$ cat src/rtl/rtu_request_frame_check_top_macros.svh
// ----------------------------------------------------------------------------
// RTU request frame check assertion macros
// Concurrent assertion wrappers, empty when SYNTH is defined.
// ----------------------------------------------------------------------------
`ifndef RTU_REQUEST_FRAME_CHECK_TOP_MACROS_SVH
`define RTU_REQUEST_FRAME_CHECK_TOP_MACROS_SVH

`ifndef SYNTH
`define RFC_ASSERT(name, clk, rst_n, prop) \
    name: assert property (@(posedge clk) disable iff (!rst_n) prop) \
        else $error("rtu frame check assertion failed");
`define RFC_ASSERT_ALWAYS(name, clk, prop) \
    name: assert property (@(posedge clk) prop) \
        else $error("rtu frame check assertion failed");
`else
`define RFC_ASSERT(name, clk, rst_n, prop)
`define RFC_ASSERT_ALWAYS(name, clk, prop)
`endif

`endif

$ cat src/rtl/rtu_rfc_pkg.sv
// ----------------------------------------------------------------------------
// RTU request frame check package
// Request and response types, status and register codes, CRC byte update.
// ----------------------------------------------------------------------------
package rtu_rfc_pkg;

    localparam int SLOTS_PER_BUS_DEF = 32;

    localparam logic [2:0] ST_GET     = 3'd0;
    localparam logic [2:0] ST_SET     = 3'd1;
    localparam logic [2:0] ST_BADLEN  = 3'd2;
    localparam logic [2:0] ST_BADCRC  = 3'd3;
    localparam logic [2:0] ST_RANGE   = 3'd4;
    localparam logic [2:0] ST_UNKNOWN = 3'd5;

    localparam logic [1:0] CFG_BUS_COUNT = 2'd0;
    localparam logic [1:0] CFG_BOX_COUNT = 2'd1;
    localparam logic [1:0] CFG_GET_CODE  = 2'd2;
    localparam logic [1:0] CFG_SET_CODE  = 2'd3;

    localparam logic [15:0] CRC_INIT = 16'hFFFF;
    localparam logic [15:0] CRC_POLY = 16'hA001;

    localparam logic [3:0] CNT_MAX   = 4'd15;
    localparam logic [3:0] HDR_BYTES = 4'd6;
    localparam logic [3:0] POS_CRC_LO = 4'd6;
    localparam logic [3:0] POS_CRC_HI = 4'd7;

    typedef struct packed {
        logic [7:0] data_byte;
        logic       frame_end;
    } t_req;

    typedef struct packed {
        logic [7:0]  station;
        logic [7:0]  func_code;
        logic [15:0] position;
        logic [15:0] value;
        logic [2:0]  bus_index;
        logic [4:0]  slot;
        logic [2:0]  status;
    } t_rsp;

    function automatic logic [15:0] crc_feed(input logic [15:0] crc, input logic [7:0] b);
        logic [15:0] c;
        c = crc ^ {8'h00, b};
        for (int i = 0; i < 8; i++) begin
            if (c[0]) begin
                c = (c >> 1) ^ CRC_POLY;
            end else begin
                c = c >> 1;
            end
        end
        return c;
    endfunction

endpackage

$ cat src/rtl/rtu_request_frame_check_top.sv
// ----------------------------------------------------------------------------
// RTU request frame check
// Byte-wide CRC-16 check and field decode of eight-byte request frames.
//
// Channel   Dir  Handshake                     Payload
// in        in   i_in_valid / o_in_ready       i_in_req  (t_req)
// out       out  o_out_valid / i_out_ready     o_out_rsp (t_rsp)
// cfg       in   i_cfg_we                      i_cfg_idx, i_cfg_wdata
//
// One request byte per cycle; the CRC update and decode sit between the frame
// state registers and the response register. The response is valid in the cycle
// after the last byte is accepted. Input stalls only while a response waits
// and the output is not ready. Reset is synchronous and clears the frame
// state, the response valid and the registers to their defaults.
// ----------------------------------------------------------------------------
module rtu_request_frame_check_top
    import rtu_rfc_pkg::*;
#(
    parameter int SLOTS_PER_BUS = SLOTS_PER_BUS_DEF
) (
    input  logic       i_clk,
    input  logic       i_rst_n,
    input  logic       i_in_valid,
    output logic       o_in_ready,
    input  t_req       i_in_req,
    output logic       o_out_valid,
    input  logic       i_out_ready,
    output t_rsp       o_out_rsp,
    input  logic       i_cfg_we,
    input  logic [1:0] i_cfg_idx,
    input  logic [7:0] i_cfg_wdata
);

`include "rtu_request_frame_check_top_macros.svh"

    logic [3:0]  r_bus_count;
    logic [5:0]  r_box_count;
    logic [7:0]  r_get_code;
    logic [7:0]  r_set_code;

    logic [15:0] r_crc,   n_crc;
    logic [3:0]  r_cnt,   n_cnt;
    logic [47:0] r_hdr,   n_hdr;
    logic [7:0]  r_crc_lo, n_crc_lo;

    logic        r_out_valid, n_out_valid;
    t_rsp        r_rsp, n_rsp;

    logic        in_acc;
    logic        frame_done;
    logic        byte_adv;
    logic        crc_ok;
    logic        len_ok;
    logic        out_range;
    logic [7:0]  quot;
    logic [7:0]  rem;

    assign o_in_ready  = !r_out_valid || i_out_ready;
    assign in_acc      = i_in_valid && o_in_ready;
    assign frame_done  = in_acc && i_in_req.frame_end;
    assign byte_adv    = in_acc && !i_in_req.frame_end;
    assign n_out_valid = frame_done || (r_out_valid && !i_out_ready);
    assign o_out_valid = r_out_valid;
    assign o_out_rsp   = r_rsp;

    always_ff @(posedge i_clk) begin
        if (!i_rst_n) begin
            r_bus_count <= 4'd8;
            r_box_count <= 6'd32;
            r_get_code  <= 8'd3;
            r_set_code  <= 8'd16;
        end else if (i_cfg_we) begin
            case (i_cfg_idx)
                CFG_BUS_COUNT: r_bus_count <= i_cfg_wdata[3:0];
                CFG_BOX_COUNT: r_box_count <= i_cfg_wdata[5:0];
                CFG_GET_CODE:  r_get_code  <= i_cfg_wdata;
                CFG_SET_CODE:  r_set_code  <= i_cfg_wdata;
                default: ;
            endcase
        end
    end

    always_comb begin
        n_hdr    = r_hdr;
        n_crc    = r_crc;
        n_crc_lo = r_crc_lo;
        crc_ok   = 1'b0;
        for (int i = 0; i < 6; i++) begin
            if (r_cnt == 4'(i)) begin
                n_hdr[8*(5-i) +: 8] = i_in_req.data_byte;
            end
        end
        if (r_cnt < HDR_BYTES) begin
            n_crc = crc_feed(r_crc, i_in_req.data_byte);
        end else if (r_cnt == POS_CRC_LO) begin
            n_crc_lo = i_in_req.data_byte;
        end else if (r_cnt == POS_CRC_HI) begin
            crc_ok = (r_crc_lo == r_crc[7:0]) && (i_in_req.data_byte == r_crc[15:8]);
        end
        n_cnt = (r_cnt == CNT_MAX) ? r_cnt : r_cnt + 4'd1;
    end

    rtu_rfc_split #(
        .SLOTS_PER_BUS(SLOTS_PER_BUS)
    ) u_split (
        .i_station (n_hdr[47:40]),
        .o_quot    (quot),
        .o_rem     (rem)
    );

    assign len_ok    = (r_cnt == POS_CRC_HI);
    assign out_range = (quot >= {4'd0, r_bus_count}) || (rem == 8'd0)
                       || (rem >= {2'd0, r_box_count});

    always_comb begin
        n_rsp.station   = n_hdr[47:40];
        n_rsp.func_code = n_hdr[39:32];
        n_rsp.position  = n_hdr[31:16];
        n_rsp.value     = n_hdr[15:0];
        n_rsp.bus_index = (quot > 8'd7) ? 3'd7 : quot[2:0];
        n_rsp.slot      = rem[4:0];
        if (!len_ok) begin
            n_rsp.status = ST_BADLEN;
        end else if (!crc_ok) begin
            n_rsp.status = ST_BADCRC;
        end else if (out_range) begin
            n_rsp.status = ST_RANGE;
        end else if (n_hdr[39:32] == r_get_code) begin
            n_rsp.status = ST_GET;
        end else if (n_hdr[39:32] == r_set_code) begin
            n_rsp.status = ST_SET;
        end else begin
            n_rsp.status = ST_UNKNOWN;
        end
    end

    always_ff @(posedge i_clk) begin
        if (!i_rst_n) begin
            r_crc       <= CRC_INIT;
            r_cnt       <= '0;
            r_hdr       <= '0;
            r_crc_lo    <= '0;
            r_out_valid <= 1'b0;
        end else begin
            r_out_valid <= n_out_valid;
            if (in_acc) begin
                if (i_in_req.frame_end) begin
                    r_crc    <= CRC_INIT;
                    r_cnt    <= '0;
                    r_hdr    <= '0;
                    r_crc_lo <= '0;
                end else begin
                    r_crc    <= n_crc;
                    r_cnt    <= n_cnt;
                    r_hdr    <= n_hdr;
                    r_crc_lo <= n_crc_lo;
                end
            end
        end
    end

    always_ff @(posedge i_clk) begin
        if (frame_done) begin
            r_rsp <= n_rsp;
        end
    end

    `RFC_ASSERT(a_cnt_clear, i_clk, i_rst_n, frame_done |=> (r_cnt == 4'd0))
    `RFC_ASSERT(a_crc_clear, i_clk, i_rst_n, frame_done |=> (r_crc == CRC_INIT))
    `RFC_ASSERT(a_cnt_sat, i_clk, i_rst_n, (byte_adv && r_cnt == CNT_MAX) |=> (r_cnt == CNT_MAX))
    `RFC_ASSERT(a_rsp_src, i_clk, i_rst_n, $rose(r_out_valid) |-> $past(frame_done))
    `RFC_ASSERT_ALWAYS(a_rst_idle, i_clk, !i_rst_n |=> !r_out_valid)

endmodule

$ cat src/rtl/rtu_rfc_split.sv
// ----------------------------------------------------------------------------
// RTU station split
// Splits a station address into bus index and slot by constant lookup tables.
// ----------------------------------------------------------------------------
module rtu_rfc_split
    import rtu_rfc_pkg::*;
#(
    parameter int SLOTS_PER_BUS = SLOTS_PER_BUS_DEF
) (
    input  logic [7:0] i_station,
    output logic [7:0] o_quot,
    output logic [7:0] o_rem
);

    logic [7:0] quot_tab [256];
    logic [7:0] rem_tab  [256];

    for (genvar k = 0; k < 256; k++) begin : g_tab
        assign quot_tab[k] = 8'(k / SLOTS_PER_BUS);
        assign rem_tab[k]  = 8'(k % SLOTS_PER_BUS);
    end

    assign o_quot = quot_tab[i_station];
    assign o_rem  = rem_tab[i_station];

endmodule
$ cat config.mk
export PLATFORM = sky130hd
export DESIGN_NAME = rtu_request_frame_check_top
export DESIGN_NICKNAME = d
export VERILOG_FILES = /design/src/rtl/rtu_rfc_pkg.sv /design/src/rtl/rtu_request_frame_check_top.sv /design/src/rtl/rtu_rfc_split.sv
export VERILOG_INCLUDE_DIRS = /design/src /design/src/rtl
export SDC_FILE = /design/constraint.sdc
export NUM_CORES = 1
export LEC_CHECK = 0
export BUFFER_PORTS_ARGS = -buffer_cell sky130_fd_sc_hd__buf_4
export CORE_AREA = 5 5 100 149
export DETAILED_ROUTE_END_ITERATION = 8
export DIE_AREA = 0 0 105 154
export PLACE_DENSITY_LB_ADDON = 0.15
export SLEW_MARGIN = 0
export SYNTH_ARGS = -nofsm -noshare
export SYNTH_HDL_FRONTEND = slang
export SYNTH_HIERARCHICAL = 1
export SYNTH_SLANG_ARGS = --single-unit
export TNS_END_PERCENT = 20
$ cat constraint.sdc
create_clock -name i_clk -period 6.25 [get_ports i_clk]
set_input_delay 1.25 -clock i_clk [delete_from_list [all_inputs] [get_ports i_clk]]
set_output_delay 1.25 -clock i_clk [all_outputs]
set_load 0.05 [all_outputs]
# Word-level counts from Yosys, hierarchy flattened
# Memories as Yosys holds them, arrays and structs flattened.
# Cells that the tools add are included.
dict set report word_totals {
  n_memories 2
  romBits 4096
  regBits 162
  wordCells 115
  out_inout_bits 61
}
# memory words word_bits rd rd_ports_with_merged_regs wr line_no
set mem_list {}
lappend mem_list {{(name not given)} 256 8 1 0 0 rtu_rfc_split.sv:24} ;# assign o_rem = rem_tab[i_station];
lappend mem_list {{(name not given)} 256 8 1 0 0 rtu_rfc_split.sv:23} ;# assign o_quot = quot_tab[i_station];
dict set report classes {
  add_sub_neg 1
  bitwise 10
  reduce_logical 23
  n_mux 40
  eq_ne 17
  magnitude_cmp 5
}
# operator count
set ops {}
lappend ops {{$mux W16} 17}
lappend ops {{$mux W8} 13}
lappend ops {{$mux W48} 1}
lappend ops {{$eq A8 B8 Y1} 4}
lappend ops {{$not A2 Y3} 8}
lappend ops {{$eq A4 B3 Y1 const B} 4}
lappend ops {{$xor A16 B8 Y16} 1}
lappend ops {{$reduce_and A2 Y1} 7}
lappend ops {{$ge A9 B9 Y1 const B} 1}
lappend ops {{$mux W3} 3}
lappend ops {{$not A8 Y9} 1}
lappend ops {{$eq A4 B2 Y1 const B} 2}
lappend ops {{$ge A8 B4 Y1} 1}
lappend ops {{$ge A8 B6 Y1} 1}
lappend ops {{$gt A8 B3 Y1 const B} 1}
lappend ops {{$logic_not A8 Y1} 1}
lappend ops {{$mux W4} 2}
lappend ops {{$add A4 B1 Y4 const B} 1}
lappend ops {{$eq A2 B2 Y1 const B} 2}
lappend ops {{$eq A4 B1 Y1 const B} 1}
lappend ops {{$eq A4 B4 Y1 const B} 1}
lappend ops {{$logic_and A1 B1 Y1} 4}
lappend ops {{$logic_not A4 Y1} 1}
lappend ops {{$logic_or A1 B1 Y1} 4}
lappend ops {{8 further kinds} 14}

# Logic depth before layout (Yosys ltp)
# Gate-level depths: netlist (run 1).
dict set report logic_depth {
  word_depth 26
  mapped_depth 15
  mapped_depth_nobuf 13
}

# Cells and area by module
# The synthesis (run 1) kept the hierarchy.
# module instances cells_each area_each_um2 seq_area_each_um2
set by_module_without_submodules {}
lappend by_module_without_submodules {rtu_request_frame_check_top 1 644 7129.3 3833.7}
lappend by_module_without_submodules {rtu_rfc_split 1 17 123.9 0.0}

# Least setup slack after synthesis (run 1)
# Ideal clock, no wire load.
dict set report synth_timing {
  path_kind {in2reg}
  startpoint {input i_out_ready}
  endpoint {register r_rsp (netlist bit o_out_rsp[0]), enable pin}
  t_arrival_ns 3.411
  path_stages 5
  path_buffers 1
  setup_slack_ns 2.426
  t_required_ns 5.837
  setup_ns 0.413
  cell_sequence {nand2b_1 and2_1 clkbuf_1 nand2_1 inv_1}
}
dict set report synth_via {
  elab_chain_cells 3
}
# item line_no
set synth_lines {}
lappend synth_lines {{start: declaration} rtu_request_frame_check_top.sv:27} ;# input logic i_out_ready,
lappend synth_lines {{$logic_or A1 B1 Y1} rtu_request_frame_check_top.sv:58} ;# assign o_in_ready = !r_out_valid || i_out_ready;
lappend synth_lines {{$logic_and A1 B1 Y1} rtu_request_frame_check_top.sv:59} ;# assign in_acc = i_in_valid && o_in_ready;
lappend synth_lines {{$logic_and A1 B1 Y1} rtu_request_frame_check_top.sv:60} ;# assign frame_done = in_acc && i_in_req.frame_end;
lappend synth_lines {{named net frame_done} rtu_request_frame_check_top.sv:50} ;# logic frame_done;
lappend synth_lines {{end signal: assignment} rtu_request_frame_check_top.sv:164} ;# r_rsp <= n_rsp;
lappend synth_lines {{end: declaration} rtu_request_frame_check_top.sv:47} ;# t_rsp r_rsp, n_rsp;
# The timed path passes the listed nets, and every way through them passes these cells.
# A chain may end at the register's enable or synchronous reset.

# Final worst setup path (run 1)
dict set report layout_timing {
  startpoint {register r_cnt[0]}
  endpoint {register r_rsp (netlist bit o_out_rsp[0]) (data pin)}
}
dict set report layout_via {
  elab_chain_cells 11
}
# item line_no
set layout_lines {}
lappend layout_lines {{start: declaration} rtu_request_frame_check_top.sv:42} ;# logic [3:0] r_cnt, n_cnt;
lappend layout_lines {{start signal: assignment} rtu_request_frame_check_top.sv:154} ;# r_cnt <= n_cnt;
lappend layout_lines {{$logic_not A4 Y1 (*)} rtu_request_frame_check_top.sv:89} ;# if (r_cnt == 4'(i)) begin
lappend layout_lines {{$mux W8 (*)} rtu_request_frame_check_top.sv:89}
lappend layout_lines {{named net n_hdr[43]} rtu_request_frame_check_top.sv:43} ;# logic [47:0] r_hdr, n_hdr;
lappend layout_lines {{$not A8 Y9 (not written as such) (*)} {rtu_rfc_split.sv:23, rtu_rfc_split.sv:24}}
lappend layout_lines {{$mem_v2 Z256 W8 (on tied branches)} n/a}
lappend layout_lines {{$mux W8 (on tied branches) (2 in series)} {rtu_rfc_split.sv:23, rtu_rfc_split.sv:24}}
lappend layout_lines {{$ge A8 B4 Y1 or $logic_not A8 Y1 (tied branches)} rtu_request_frame_check_top.sv:112} ;# assign out_range = (quot >= {4'd0, r_bus_count}) || (rem == 8'd0)
lappend layout_lines {{$logic_or A1 B1 Y1} rtu_request_frame_check_top.sv:112}
lappend layout_lines {{$logic_or A1 B1 Y1 (*)} rtu_request_frame_check_top.sv:113} ;# || (rem >= {2'd0, r_box_count});
lappend layout_lines {{$mux W3 (*)} rtu_request_frame_check_top.sv:126} ;# end else if (out_range) begin
lappend layout_lines {{$mux W1 (*)} rtu_request_frame_check_top.sv:124} ;# end else if (!crc_ok) begin
# Mark *: on every way through the listed nets, which the timed path passes. The rest lies on a longest branch. The select of a mux whose other input is x is not followed.

==> impl_metrics.json, run 1 <==
{
  "status": "finished clean",
  "finalSetupViolations": 0,
  "criticalPathCategory": "flip-flop to flip-flop",
  "cpMaxStageDelayCell": "or4_1",
  "critical_path_required_ps": 6420,
  "min-delay-start": "r_get_code[1]$_SDFFE_PN1P_",
  "place_area_um2": 7850,
  "wl_met3_um": 653,
  "nFillCells": 1100,
  "fin_crit_sh_pct": 49.1,
  "dr_wl_met2_mm": 9.35,
  "drt-initial-drc-count": 279,
  "path_max_fanout": 8,
  "syn_to_final_growth_pct": 16.6,
  "cts_tree": "done",
  "coreArea_um2": 13400,
  "clk-insertion-delay-late_ps": 420,
  "ys_seq_area_share_pct": 52.9,
  "dieWidth_um": 105,
  "ff2ff_setup_slack_ps": 3180,
  "grt_max_degree": 91,
  "fin_cells": 893,
  "cp-end-kind": "flip-flop",
  "rsz0062_at_grt": "false",
  "max_freq_mhz": 326,
  "async_flop_share_pct": 0,
  "start_kind": "flip-flop",
  "crit_path_start": "r_cnt[0]$_SDFFE_PN0P_",
  "antenna_cells": 0,
  "cts.repair.resized": 0,
  "place_hpwl_mm": 11.6,
  "rows": 52,
  "synthTopCellsByArea": "dfxtp_1 28%, edfxtp_1 24%, mux2_2 6.2%",
  "grt_use_total_pct": 21.2,
  "hold_viol": 0,
  "portBuffers": 84,
  "p_per_area_nw_per_um2": 301,
  "nNetsFinal": 756,
  "relSlewSlack_pct": 41.1,
  "synth-edff-count": 59,
  "peakVddDrop_v": 0.000159,
  "final_area_um2": 8450,
  "path_cells": "inv_1 -> ha_1 -> and2_1 -> mux2_2 -> or4_1 -> nor3_1 -> a2111oi_0 -> o211ai_1 -> a21oi_1 -> o211a_1",
  "antenna_found_initial": 0,
  "tightest_slew_ps": 881,
  "clock_path_buffers": 2,
  "cts-buffers-inserted": 17,
  "fin_setup_tns_ps": 0,
  "placed_cells": 861,
  "grt_overflow": 0,
  "slew_violations": 0,
  "slowest_delay_ps": 530,
  "postSynthAreaPerCell_um2": 11.0,
  "synth_area_um2": 7250,
  "drive_above_1_share_pct": 23.0,
  "initial_utilization_pct": 54.1,
  "cts_hold_buffers": 0,
  "die-area_um2": 16200,
  "ioPinCount": 85,
  "maxCapViolCount": 0,
  "syn_inst": 661,
  "cts-root-buf": "clkbuf_16",
  "cts_setup_buffers": 0,
  "route.layer.met1.wl_mm": 6.55,
  "clock_sinks": 162,
  "register_area_um2": 3830,
  "clock_skew_ps": 8.27,
  "grt_pass1_wl_mm": 27.0,
  "final_common_cell": "dfxtp_1",
  "ys_seq_elements": 162,
  "r2r_cells": 10,
  "worstPathArrival_ps": 3240,
  "ant_nets": 0,
  "highest_layer": "met4",
  "vias": 4932,
  "yosysTopAreaCell": "dfxtp_1",
  "rr_startpoint": "r_cnt[0]$_SDFFE_PN0P_",
  "r2r_end": "o_out_rsp[0]$_SDFFCE_PN0P_",
  "worstSetupEndpoint": "o_out_rsp[0]$_SDFFCE_PN0P_",
  "drt-total-wl_mm": 16.9,
  "htreeDepth": 4,
  "hp-class": "flip-flop to flip-flop",
  "drtPass1Iterations": 5,
  "grt_pass1_vias": 5041,
  "fp.dieH_um": 154,
  "clk_pin_slew_worst_paths_ps": 70,
  "synthFlopType": "dfxtp_1",
  "yosysWarnings": 6,
  "synth_cell_type_count": 43,
  "wl_per_cell_um": 18.9,
  "layout_common_cells": "103 x dfxtp_1, 88 x buf_4, 68 x nor2b_1, 64 x nand2_1, 59 x edfxtp_1",
  "finalWeightedCongestion": 0.901,
  "via_per_inst": 5.52,
  "fin_crit_ps": 3070,
  "synth_top_area_share_pct": 28.4,
  "cellLeakagePower_uw": 0.00324,
  "fin_ws_ps": 3180,
  "multiInputGateArea_um2": 3070,
  "post-place-ws_ps": 2920,
  "drc": 0
}
-- synthesized netlist by cell type, types with 2 or more instances --
cell / n
dfxtp_1: 103
nor2b_1: 68
nand2_1: 64
edfxtp_1: 59
a22oi_1: 56
mux2_2: 40
xnor2_1: 39
clkbuf_1: 30
inv_1: 21
buf_4: 18
a21boi_0: 14
ha_1: 14
mux2i_1: 14
a21oi_1: 12
nand3_1: 12
nor2_1: 11
xor2_1: 9
o211ai_1: 8
and2_1: 7
nor4_1: 7
o21ai_0: 7
buf_2: 4
nor3b_1: 4
o21ai_1: 4
xnor2_2: 4
buf_1: 3
nand2b_1: 3
or3_1: 3
or4_1: 3
a21o_1: 2
and3_1: 2
buf_6: 2
nand4_1: 2
nor3_1: 2
xor2_2: 2
-- area by class of cell --
cell class | count | area share [%]
inverters | 21 | 0.932
clock inverters | 14 | 2.09
repair buffers | 88 | 7.81
multi-input cells | 428 | 36.3
well taps | 162 | 2.40
clock buffers | 18 | 5.08
flip-flops and latches | 162 | 45.3
-- layer usage --
metal / vias up / track usage, %
met4: 0 / 7.31
met2: 114 / 38.8
met1: 2396 / 24.0
met3: 27 / 4.91
li1: 2395 / -
met5: - / 0
-- through the flow --
stage	power, uW	util (%)	hold slack [ps]
2_1_floorplan	1420	-	456
3_3_place_gp	1500	58.6	469
3_5_place_dp	1500	58.6	474
4_1_cts	2560	63.1	484
5_1_grt	2640	63.1	512
6_report	2540	63.1	479
-- where the power goes --
group | switching, uW | internal (uW) | leakage [uW]
Clock | 431 | 633 | 0.000280
Sequential | 26.0 | 1130 | 0.00139
Combinational | 204 | 120 | 0.00156
-- worst max-delay path, delay by kind of cell (launching register included) --
kind | cells | cell delay, ps
buffers and inverters | 1 | 120
AOI/OAI and AO/OA | 4 | 590
adders and majority gates | 1 | 200
muxes | 1 | 430
DFF | 1 | 350
and+or+nand+nor | 3 | 1110
-- state kept, by name, indices dropped and copies added, names as in the netlist --
name	count
r_set_code	8
r_crc	16
r_get_code	8
r_cnt	4
r_hdr	48
o_out_rsp	59
r_crc_lo	8
o_out_valid	1
r_box_count	6
r_bus_count	4
-- how the worst min path moves through the flow --
stage	end	slack [ps]	depth (start not counted)
global placement	r_get_code[1]$_SDFFE_PN1P_	470	2
detailed placement	r_get_code[1]$_SDFFE_PN1P_	470	2
finish	r_get_code[1]$_SDFFE_PN1P_	480	2
CTS	r_get_code[1]$_SDFFE_PN1P_	480	2
global route	r_get_code[2]$_SDFFE_PN0P_	510	2
floorplan	r_get_code[6]$_SDFFE_PN0P_	460	2
-- logic make-up (layout without fill, tap and decap cells) --
| group | Yosys count | count (layout) | share of synthesized area [%] |
|---|---|---|---|
| multiplexers | 54 | 54 | 8.14 |
| flip-flops | 162 | 162 | 52.9 |
| adder cells (fa/ha/maj) | 14 | 14 | 2.42 |
| XOR/XNOR | 54 | 54 | 7.14 |
| AO/OA/AOI/OAI | 108 | 108 | 10.5 |
| other | 1 | 8 | 0.0517 |
| AND/OR/NAND/NOR | 190 | 190 | 13.7 |
| buffers and inverters | 78 | 141 | 5.24 |
Note: power is estimated with default switching activity, not from simulation.
==> run 2, diff against run 1 <==
--- a/config.mk
+++ b/config.mk
@@ -6,10 +6,11 @@
 export SDC_FILE = /design/constraint.sdc
 export NUM_CORES = 1
 export LEC_CHECK = 0
+export ABC_AREA = 1
 export BUFFER_PORTS_ARGS = -buffer_cell sky130_fd_sc_hd__buf_4
-export CORE_AREA = 5 5 100 149
+export CORE_AREA = 5 5 102 151
 export DETAILED_ROUTE_END_ITERATION = 8
-export DIE_AREA = 0 0 105 154
+export DIE_AREA = 0 0 107 156
 export PLACE_DENSITY_LB_ADDON = 0.15
 export SLEW_MARGIN = 0
 export SYNTH_ARGS = -nofsm -noshare
==> constraint.sdc (replaced) <==
create_clock -name i_clk -period 2.61 [get_ports i_clk]
set_input_delay 0.522 -clock i_clk [delete_from_list [all_inputs] [get_ports i_clk]]
set_output_delay 0.522 -clock i_clk [all_outputs]
set_load 0.05 [all_outputs]
==> impl_metrics.json, run 2 <==
{
  "rr_startpoint": "r_cnt[0]$_SDFFE_PN0P_",
  "synthAdderAreaFrac_pct": 2.43,
  "grt_pass1_wl_mm": 29.3,
  "finalWeightedCongestion": 0.898,
  "ff2ff_setup_slack_ps": 130,
  "ant_nets": 0,
  "tightest_slew_ps": 661,
  "cellLeakagePower_uw": 0.00358,
  "netlist_top_cells_count": "256 x nand2_1, 103 x dfxtp_1, 84 x a21oi_1",
  "cts_tree": "done",
  "die-area_um2": 16700,
  "async_flop_share_pct": 0,
  "post_synth_xor_area_fraction_pct": 3.77,
  "antenna_found_initial": 0,
  "start_kind": "flip-flop",
  "yosysTopAreaCell": "dfxtp_1",
  "clk_pin_slew_worst_paths_ps": 70,
  "wl_per_cell_um": 16.4,
  "slowest_delay_ps": 350,
  "clock_sinks": 162,
  "crit_family": "compound AO/OA/AOI/OAI gates",
  "finalSetupViolations": 0,
  "hp-class": "input port to flip-flop",
  "synth_compound_area_share_pct": 14.8,
  "ioPinCount": 85,
  "nNetsFinal": 973,
  "clock_skew_ps": 8.12,
  "cp-end-kind": "flip-flop",
  "nFillCells": 1212,
  "maxCapViolCount": 0,
  "synth_mux_area_share_pct": 0,
  "fin_crit_sh_pct": 95.1,
  "post-place-ws_ps": 44.1,
  "critPathBufInv": 3,
  "synth-edff-count": 59,
  "slew_violations": 0,
  "drc": 0,
  "initial_utilization_pct": 51.7,
  "crit_top_cell": "inv_1",
  "cts_hold_buffers": 0,
  "place_area_um2": 8060,
  "cp.depth": 14,
  "grt_pass1_vias": 5956,
  "relSlewSlack_pct": 55.7,
  "ys_seq_elements": 162,
  "syn_inst": 842,
  "cts-buffers-inserted": 17,
  "coreArea_um2": 13900,
  "worstSetupEndpoint": "o_out_rsp[2]$_SDFFCE_PN0P_",
  "whs_ps": 340,
  "synth_area_um2": 7200,
  "synth_top_area_share_pct": 28.6,
  "r2r_cells": 14,
  "total_power_uw": 6000,
  "synthTopCellsByArea": "dfxtp_1 29%, edfxtp_1 25%, nand2_1 13%",
  "peakVddDrop_v": 0.000376,
  "path_cells": "inv_1 -> ha_1 -> nand2_2 -> nand2_1 -> o21ai_1 -> inv_1 -> ha_1 -> inv_1 -> a21boi_0 -> o21a_1 -> o21ai_0 -> o311ai_0 -> nor2_1 -> a21oi_1",
  "worstPathArrival_ps": 2650,
  "drt-initial-drc-count": 256,
  "grt_overflow": 0,
  "place_hpwl_mm": 13.1,
  "clk-insertion-delay-late_ps": 430,
  "fin_crit_ps": 2480,
  "synthSimpleGateAreaFrac_pct": 19.3,
  "path_max_fanout": 8,
  "final_core_util_pct": 62.1,
  "via_per_inst": 5.42,
  "criticalPathCategory": "flip-flop to flip-flop",
  "grt_use_total_pct": 22.5,
  "layout_common_cells": "252 x nand2_1, 108 x buf_4, 103 x dfxtp_1, 84 x a21oi_1, 73 x o21ai_0",
  "syn_to_final_growth_pct": 20.1,
  "grt_max_degree": 52,
  "rsz0062_at_grt": "true",
  "synth_cell_type_count": 38,
  "yosysWarnings": 6,
  "synth_top_family_by_area": "simple AND/OR/NAND/NOR gates",
  "clock_path_buffers": 2,
  "synthFlopType": "dfxtp_1",
  "largest_register_ffs": 59,
  "final_common_cell": "nand2_1",
  "htreeDepth": 4,
  "drive_above_1_share_pct": 18.1,
  "cts-root-buf": "clkbuf_16",
  "final_area_um2": 8650,
  "drtPass1Iterations": 5,
  "critical_path_required_ps": 2780,
  "portBuffers": 84,
  "p_per_area_nw_per_um2": 693,
  "r2r_end": "o_out_rsp[2]$_SDFFCE_PN0P_",
  "drt-total-wl_mm": 18.3,
  "dieWidth_um": 107,
  "postSynthAreaPerCell_um2": 8.56,
  "fp.dieH_um": 156,
  "ys_seq_area_share_pct": 53.2,
  "status": "finished clean",
  "max_freq_mhz": 403,
  "crit_path_start": "r_cnt[0]$_SDFFE_PN0P_",
  "fin_ws_ps": 129,
  "hold_viol": 0,
  "rows": 53,
  "vias": 6028,
  "yosysMostFrequentCell": "nand2_1",
  "antenna_cells": 0,
  "cpMaxStageDelayCell": "dfxtp_1"
}
[run 2: cells by family after synthesis]
kind of cell	after synthesis
flip-flops	162
XOR/XNOR	31
adder cells (fa/ha/maj)	14
AND/OR/NAND/NOR	343
buffers and inverters	104
other	1
AO/OA/AOI/OAI	187
[run 2: worst min-delay path by stage]
stage / startpoint / endpoint / slack, ps / cells past startpoint
after floorplan: r_box_count[1]$_SDFFE_PN0P_ / r_box_count[1]$_SDFFE_PN0P_ / 440 / 2
after global placement: r_hdr[7]$_SDFFE_PN0P_ / r_hdr[7]$_SDFFE_PN0P_ / 450 / 2
after detailed placement: r_hdr[2]$_SDFFE_PN0P_ / r_hdr[2]$_SDFFE_PN0P_ / 460 / 2
after CTS: i_cfg_wdata[6] / r_get_code[6]$_SDFFE_PN0P_ / 340 / 3
after global routing: i_cfg_wdata[7] / r_set_code[7]$_SDFFE_PN0P_ / 370 / 3
final: i_cfg_wdata[6] / r_get_code[6]$_SDFFE_PN0P_ / 340 / 3
[run 2: layer usage]
layer  vias up  routed length (um)  track usage, %
met3        58                 901            4.51
met4         0                 830            11.9
met2       186                9570            40.4
li1       2955                   -               -
met1      2829                7010            25.0
met5         -                   0               0
[run 2: final cells by class]
type / count / area, um2 / share of cell area [%]
repair buffers: 109 / 831 / 9.61
well taps: 165 / 206 / 2.39
multi-input cells: 583 / 2950 / 34.2
inverters: 62 / 233 / 2.69
clock inverters: 13 / 138 / 1.59
flip-flops and latches: 162 / 3830 / 44.3
clock buffers: 19 / 454 / 5.25
[run 2: report_power, final]
| part | internal [uW] | switching (uW) |
|---|---|---|
| logic | 243 | 525 |
| registers | 2710 | 47.8 |
| clock network | 1400 | 1070 |
| total | 4360 | 1640 |
[run 2: stage by stage]
step / setup TNS, ps / cells
5_1_grt: -1.89 / 1113
3_5_place_dp: 0 / 1081
2_1_floorplan: -2.04 / 849
4_1_cts: 0 / 1113
3_3_place_gp: 0 / 1081
6_report: 0 / 1113
[run 2: worst min-delay path, cell delays in order]
cell and delay, ps:
buf_4 80, nor2_1 40, nor2_1 80
[run 2: what timing repair did]
| item | CTS | global route |
|---|---|---|
| hold endpoints to repair | 0 | 0 |
| setup buffers | 0 | 0 |
| resized for setup | 0 | 5 |
| setup endpoints to repair | 0 | 2 |
